### src/rtl/core/spoi_pkg.sv
`timescale 1ns / 1ps
// ----------------------------------------------------------------------------
// Sub-pixel offset interpolator package
// Sizes, codes and the types shared by the pipeline stages.
// ----------------------------------------------------------------------------
package spoi_pkg;

  localparam int NUM_GRADES = 256;
  localparam int MAX_POINTS = 16;
  localparam int NUM_CHIPS  = 10;
  localparam int NUM_SETS   = 2;

  localparam int ROWS    = NUM_SETS * NUM_GRADES;
  localparam int ROW_AW  = $clog2(ROWS);
  localparam int CLR_W   = ROW_AW + 1;
  localparam int IDX_W   = $clog2(MAX_POINTS);
  localparam int CNT_W   = $clog2(MAX_POINTS + 1);
  localparam int MASK_W  = NUM_CHIPS;
  localparam logic [MASK_W-1:0] MASK_RESET = MASK_W'(160);

  localparam int OP_W    = 2;
  localparam int CHIP_W  = 4;
  localparam int GRADE_W = 8;
  localparam int PIDX_W  = 4;
  localparam int PCNT_W  = 5;
  localparam int E_W     = 16;
  localparam int OFS_W   = 16;
  localparam int ST_W    = 2;

  localparam int DIFF_W  = E_W + 1;
  localparam int PROD_W  = 2 * DIFF_W;
  localparam int DVD_W   = PROD_W;
  localparam int DVS_W   = DIFF_W;
  localparam int QS_W    = DVD_W + 1;
  localparam int SUM_W   = QS_W + 1;

  typedef enum logic [OP_W-1:0] {
    OP_QUERY = 2'd0,
    OP_POINT = 2'd1,
    OP_COUNT = 2'd2,
    OP_NONE  = 2'd3
  } op_e;

  typedef enum logic [ST_W-1:0] {
    ST_OK      = 2'd0,
    ST_NOTABLE = 2'd1,
    ST_WRITTEN = 2'd2,
    ST_SAT     = 2'd3
  } status_e;

  typedef enum logic [1:0] {
    KIND_WRITE,
    KIND_NOTABLE,
    KIND_EQUAL,
    KIND_INTERP
  } kind_e;

  typedef logic [MAX_POINTS-1:0][E_W-1:0]   e_row_t;
  typedef logic [MAX_POINTS-1:0][OFS_W-1:0] o_row_t;

  typedef struct packed {
    logic             valid;
    kind_e            kind;
    logic [E_W-1:0]   energy;
    logic [CNT_W-1:0] n;
    e_row_t           e_row;
    o_row_t           x_row;
    o_row_t           y_row;
  } tbl_out_t;

  typedef struct packed {
    kind_e                    kind;
    logic signed [OFS_W-1:0]  xi;
    logic signed [OFS_W-1:0]  yi;
    logic                     sx;
    logic                     sy;
  } div_side_t;

  typedef struct packed {
    logic             valid;
    logic [DVD_W-1:0] dvd_x;
    logic [DVD_W-1:0] dvd_y;
    logic [DVS_W-1:0] dvs;
    div_side_t        side;
  } div_in_t;

  typedef struct packed {
    logic             valid;
    logic [DVD_W-1:0] q_x;
    logic [DVD_W-1:0] q_y;
    div_side_t        side;
  } div_out_t;

  function automatic logic [DVS_W+DVD_W-1:0] div_step(
    input logic [DVS_W-1:0] rem,
    input logic [DVD_W-1:0] dq,
    input logic [DVS_W-1:0] dvs
  );
    logic [DVS_W:0]   t;
    logic             ge;
    logic [DVS_W:0]   nr;
    t  = {rem, dq[DVD_W-1]};
    ge = (t >= {1'b0, dvs});
    nr = ge ? (t - {1'b0, dvs}) : t;
    return {nr[DVS_W-1:0], dq[DVD_W-2:0], ge};
  endfunction

endpackage

### src/rtl/core/spoi_search.sv
`timescale 1ns / 1ps
// ----------------------------------------------------------------------------
// Sub-pixel offset interpolator search and slope stages
// Bracketing pair search, differences, products and divider operands.
// ----------------------------------------------------------------------------
module spoi_search (
  input  logic                clk_i,
  input  logic                rst_ni,
  input  spoi_pkg::tbl_out_t  in_i,
  output spoi_pkg::div_in_t   out_o
);
  import spoi_pkg::*;

  // search
  logic [IDX_W-1:0]  idx;
  logic              last;
  logic              v1_q;
  kind_e             k1_q;
  logic [E_W-1:0]    e1_q;
  logic [IDX_W-1:0]  lo_q, hi_q;
  e_row_t            er1_q;
  o_row_t            xr1_q, yr1_q;

  always_comb begin
    idx = '0;
    for (int k = 1; k < MAX_POINTS; k++) begin
      if ((k < int'(in_i.n)) && (in_i.e_row[k] <= in_i.energy)) begin
        idx = IDX_W'(k);
      end
    end
    last = ((CNT_W'(idx) + 1'b1) == in_i.n);
  end

  always_ff @(posedge clk_i or negedge rst_ni) begin
    if (!rst_ni) begin
      v1_q <= 1'b0;
    end else begin
      v1_q <= in_i.valid;
    end
  end

  always_ff @(posedge clk_i) begin
    k1_q  <= (in_i.kind == KIND_INTERP && in_i.n < CNT_W'(2)) ? KIND_NOTABLE : in_i.kind;
    e1_q  <= in_i.energy;
    lo_q  <= last ? idx - 1'b1 : idx;
    hi_q  <= last ? idx : idx + 1'b1;
    er1_q <= in_i.e_row;
    xr1_q <= in_i.x_row;
    yr1_q <= in_i.y_row;
  end

  // select pair, differences
  logic                     v2_q;
  kind_e                    k2_q;
  logic signed [DIFF_W-1:0] den2_q, de2_q, dx2_q, dy2_q;
  logic signed [OFS_W-1:0]  xi2_q, yi2_q;
  logic [E_W-1:0]           ei, ej;
  logic [OFS_W-1:0]         xi, xj, yi, yj;

  assign ei = er1_q[lo_q];
  assign ej = er1_q[hi_q];
  assign xi = xr1_q[lo_q];
  assign xj = xr1_q[hi_q];
  assign yi = yr1_q[lo_q];
  assign yj = yr1_q[hi_q];

  always_ff @(posedge clk_i or negedge rst_ni) begin
    if (!rst_ni) begin
      v2_q <= 1'b0;
    end else begin
      v2_q <= v1_q;
    end
  end

  always_ff @(posedge clk_i) begin
    k2_q   <= k1_q;
    den2_q <= $signed({1'b0, ej}) - $signed({1'b0, ei});
    de2_q  <= $signed({1'b0, e1_q}) - $signed({1'b0, ei});
    dx2_q  <= $signed({xj[OFS_W-1], xj}) - $signed({xi[OFS_W-1], xi});
    dy2_q  <= $signed({yj[OFS_W-1], yj}) - $signed({yi[OFS_W-1], yi});
    xi2_q  <= $signed(xi);
    yi2_q  <= $signed(yi);
  end

  // products
  logic                     v3_q;
  kind_e                    k3_q;
  logic signed [PROD_W-1:0] px3_q, py3_q;
  logic signed [DIFF_W-1:0] den3_q;
  logic signed [OFS_W-1:0]  xi3_q, yi3_q;

  always_ff @(posedge clk_i or negedge rst_ni) begin
    if (!rst_ni) begin
      v3_q <= 1'b0;
    end else begin
      v3_q <= v2_q;
    end
  end

  always_ff @(posedge clk_i) begin
    k3_q   <= k2_q;
    px3_q  <= de2_q * dx2_q;
    py3_q  <= de2_q * dy2_q;
    den3_q <= den2_q;
    xi3_q  <= xi2_q;
    yi3_q  <= yi2_q;
  end

  // divider operands: magnitude of 2*num + den over 2*den
  logic [PROD_W-1:0] ax, ay;
  logic [DIFF_W-1:0] ad;
  logic              v4_q;
  div_in_t           o4_q;
  kind_e             k4;

  assign ax = px3_q[PROD_W-1] ? PROD_W'(-px3_q) : PROD_W'(px3_q);
  assign ay = py3_q[PROD_W-1] ? PROD_W'(-py3_q) : PROD_W'(py3_q);
  assign ad = den3_q[DIFF_W-1] ? DIFF_W'(-den3_q) : DIFF_W'(den3_q);
  assign k4 = (k3_q == KIND_INTERP && den3_q == '0) ? KIND_EQUAL : k3_q;

  always_ff @(posedge clk_i or negedge rst_ni) begin
    if (!rst_ni) begin
      v4_q <= 1'b0;
    end else begin
      v4_q <= v3_q;
    end
  end

  always_ff @(posedge clk_i) begin
    o4_q.valid   <= 1'b0;
    o4_q.dvd_x   <= DVD_W'({ax[PROD_W-2:0], 1'b0}) + DVD_W'(ad);
    o4_q.dvd_y   <= DVD_W'({ay[PROD_W-2:0], 1'b0}) + DVD_W'(ad);
    o4_q.dvs     <= {ad[DIFF_W-2:0], 1'b0};
    o4_q.side.kind <= k4;
    o4_q.side.xi <= xi3_q;
    o4_q.side.yi <= yi3_q;
    o4_q.side.sx <= px3_q[PROD_W-1] ^ den3_q[DIFF_W-1];
    o4_q.side.sy <= py3_q[PROD_W-1] ^ den3_q[DIFF_W-1];
  end

  always_comb begin
    out_o       = o4_q;
    out_o.valid = v4_q;
  end

endmodule

### config.mk
export PLATFORM = sky130hd
export DESIGN_NAME = spoi_search
export DESIGN_NICKNAME = d
export VERILOG_FILES = /design/src/rtl/core/spoi_pkg.sv /design/src/rtl/core/spoi_search.sv
export SDC_FILE = /design/constraint.sdc
export NUM_CORES = 2
export LEC_CHECK = 0
export BUFFER_PORTS_ARGS = -buffer_cell sky130_fd_sc_hd__buf_2
export CORE_MARGIN = 8
export CORE_UTILIZATION = 45
export DETAILED_ROUTE_END_ITERATION = 8
export PLACE_DENSITY = 0.64
export SLEW_MARGIN = 20
export SYNTH_ARGS = -nofsm -noshare
export SYNTH_HDL_FRONTEND = slang
export SYNTH_SLANG_ARGS = --single-unit
export TNS_END_PERCENT = 50
### constraint.sdc
create_clock -name clk_i -period 9.3 [get_ports clk_i]
set_input_delay 0.93 -clock clk_i [delete_from_list [all_inputs] [get_ports clk_i]]
set_output_delay 0.93 -clock clk_i [all_outputs]
set_load 0.02 [all_outputs]
==> results.json <==
{
  "synthCells": 5807,
  "grt.total_usage_pct": 28.88,
  "reg2reg_from": "dx2_q[6]$_DFF_P_",
  "maxCapViolations": 0,
  "via_count": 49767,
  "grt_max_degree": 109,
  "hp-start": "in_i[195]",
  "worstPathArrival_ps": 8360,
  "synth_edf_count": 0,
  "insertion_delay_ps": 810,
  "fin_skew_ps": 72.53,
  "rsz0062_at_grt": "no",
  "io_pins": 916,
  "core_sq_um": 149800,
  "cts_tree": "built",
  "synth-main-ff-cell": "dfxtp_1",
  "cts_root_buf": "clkbuf_16",
  "clock_path_buffers": 3,
  "synth.top_cell.area_share_pct": 33.42,
  "post_route_cells_drive_above_1_share_pct": 25.25,
  "grt_pass1_vias": 51868,
  "yosys-top-cells-count": "1133 x dfxtp_1, 769 x inv_1, 598 x fa_1, 511 x ha_1, 480 x mux4_2",
  "ys_ff_latch": 1137,
  "numCtsBuffers": 130,
  "nNetsFinal": 8590,
  "die_area_sq_um": 163500,
  "num_rows": 142,
  "post_cts_resized": 0,
  "max_slew_margin_pct": 24.60,
  "reg2reg_to": "px3_q[33]$_DFF_P_",
  "outcome": "completed",
  "netlist_top_cells_area": "dfxtp_1 33%, fa_1 18%, mux4_2 16%",
  "die_w_microns": 404.4,
  "async_reset_ff_share_pct": 0.3518,
  "final_max_slew_viol_count": 0,
  "hold_depth": 1,
  "syn_nets": 7710,
  "reg2reg_slack_ps": 1630,
  "worstSetupPathType": "flop to flop",
  "via_per_inst": 5.596,
  "clkTransAtPathRegs_ps": 60,
  "routed_wl_mm": 240.4,
  "synth_seq_area_share_pct": 33.56,
  "start_util_pct": 45.32,
  "yosysMostFrequentCell": "dfxtp_1",
  "drt-initial-drc-count": 4492,
  "max_freq_ghz": 0.1304,
  "ys_warn_count": 0,
  "globalplace.congestion": 1.016,
  "drtAntennaViolNets": 0,
  "drt_pass1_iterations": 7,
  "holdCritPathClass": "input port to flop",
  "grt_pass1_wl_mm": 346.0,
  "die_h_microns": 404.4,
  "cts.sinks": 1137,
  "start_kind": "flop",
  "wl_per_cell_microns": 27.02,
  "synth_area_sq_um": 67880,
  "ys_types": 85,
  "synth_largest_area_cell": "dfxtp_1",
  "hold_end": "yr1_q[195]$_DFF_P_",
  "endpoint_kind": "flop",
  "grt-ovfl-total": 0,
  "timing.final.hold_violations": 0,
  "crit_path_max_fanout": 17,
  "setup_viol": 0,
  "route.detailed.drc": 0,
  "period_needed_ps": 7668,
  "tightest_slew_ps": 1123,
  "cp.required_ps": 10000,
  "portBuffers": 914,
  "ff2ff_path_depth": 23,
  "dpl.hpwl_mm": 199.2,
  "area_delta_synth_final_pct": 16.99,
  "antenna_found_initial": 129,
  "htreeDepth": 4,
  "post-route-period-util_pct": 82.46,
  "fin_tns_setup_ps": 0,
  "syn_avg_cell_area_sq_um": 11.69
}
state kept, by name (all words and copies together), names as in the netlist, 17 cells and up:
register	flops
er1_q	256
yr1_q	256
de2_q	17
den2_q	17
py3_q	34
out_o	118
den3_q	17
xr1_q	256
dx2_q	17
dy2_q	17
px3_q	34
placed cells by master (no fill, tap or decap), types with 21 or more instances in the layout:
cell          n
ha_1        511
xor2_1       69
buf_4        59
nand2b_1     55
nor2b_1      38
buf_2       914
clkbuf_1     24
a21oi_1     167
mux4_2      480
nand3_1      40
nor2_1      181
a21o_1       38
o31ai_1      30
nand2_1     460
clkbuf_8     21
and2_1      259
nand4_1      39
a21boi_0     30
o21a_1       31
or3_1        23
a211oi_1     23
dfxtp_1    1125
clkbuf_16   131
o21ai_0     131
diode_2      86
nor3_1       56
xnor2_1     170
fa_1        598
inv_1       769
cells by family after synthesis:
logic type | after synthesis | synth area share [%]
xor gates and xnor gates | 240 | 3.097
muxes | 482 | 15.96
adders and majority gates | 1109 | 27.06
buffers and inverters | 999 | 5.548
other | 1 | 0.005525
AOI/OAI and AO/OA | 593 | 5.666
DFF | 1137 | 33.56
and+or+nand+nor | 1246 | 9.104
area by class of cell:
type | count | area [sq um]
Tap cell | 2016 | 2522
Fill cell | 12910 | 70370
Sequential cell | 1137 | 22810
Clock inverter | 61 | 878.3
Clock buffer | 176 | 3657
Antenna cell | 86 | 215.2
Multi-Input combinational cell | 3671 | 41350
Inverter | 770 | 2890
Timing Repair Buffer | 977 | 5087
repair_timing:
action	CTS	global route
hold endpoints to repair	4	0
buffers inserted	0	0
hold buffers	1	0
routing by layer:
metal | share of wire [%] | routed length, microns | global-route usage [%]
met1 | 38 | 92100 | 36.27
met2 | 46 | 111800 | 46.06
met3 | 9.1 | 21910 | 7.686
met4 | 6.0 | 14410 | 14.63
met5 | 0.069 | 166 | 0
worst max path at each step:
stage                startpoint                end  slack (ps)
2_1_floorplan  dx2_q[6]$_DFF_P_  px3_q[33]$_DFF_P_        2470
3_3_place_gp   dx2_q[5]$_DFF_P_  px3_q[33]$_DFF_P_        1760
3_5_place_dp   dx2_q[5]$_DFF_P_  px3_q[33]$_DFF_P_        1700
4_1_cts        dx2_q[5]$_DFF_P_  px3_q[33]$_DFF_P_        1700
5_1_grt        dx2_q[6]$_DFF_P_  px3_q[33]$_DFF_P_        1110
6_report       dx2_q[6]$_DFF_P_  px3_q[33]$_DFF_P_        1630
worst max-delay path: stages (launching register included):
cell and delay, ps:
dfxtp_1 790, nand2_1 160, fa_1 540, inv_1 50, fa_1 470, inv_1 50, fa_1 480, fa_1 540
inv_1 50, fa_1 490, fa_1 420, ha_1 320, a21o_1 180, a21o_1 180, a21oi_1 230, a21boi_0 520
o211ai_1 230, a31o_2 290, a2111oi_0 630, o21ai_0 230, a21oi_1 310, o21ai_0 120, a21oi_1 180, xnor2_1 130
metrics by stage:
step | util (%) | setup slack (ps) | std cells | hold WS (ps) | cell area (sq um)
3_3_place_gp | 49.83 | 1764 | 8570 | 311.0 | 74630
4_1_cts | 52.87 | 1705 | 8808 | 171.5 | 79190
3_5_place_dp | 49.83 | 1698 | 8570 | 312.1 | 74640
5_1_grt | 52.97 | 1106 | 8868 | 187.9 | 79340
6_report | 53.02 | 1632 | 8894 | 213.3 | 79410
2_1_floorplan | - | 2466 | 5807 | 309.6 | 67880
Power is not shown: default switching activity piles up to over one toggle a cycle in this logic, so the estimate is an artifact.
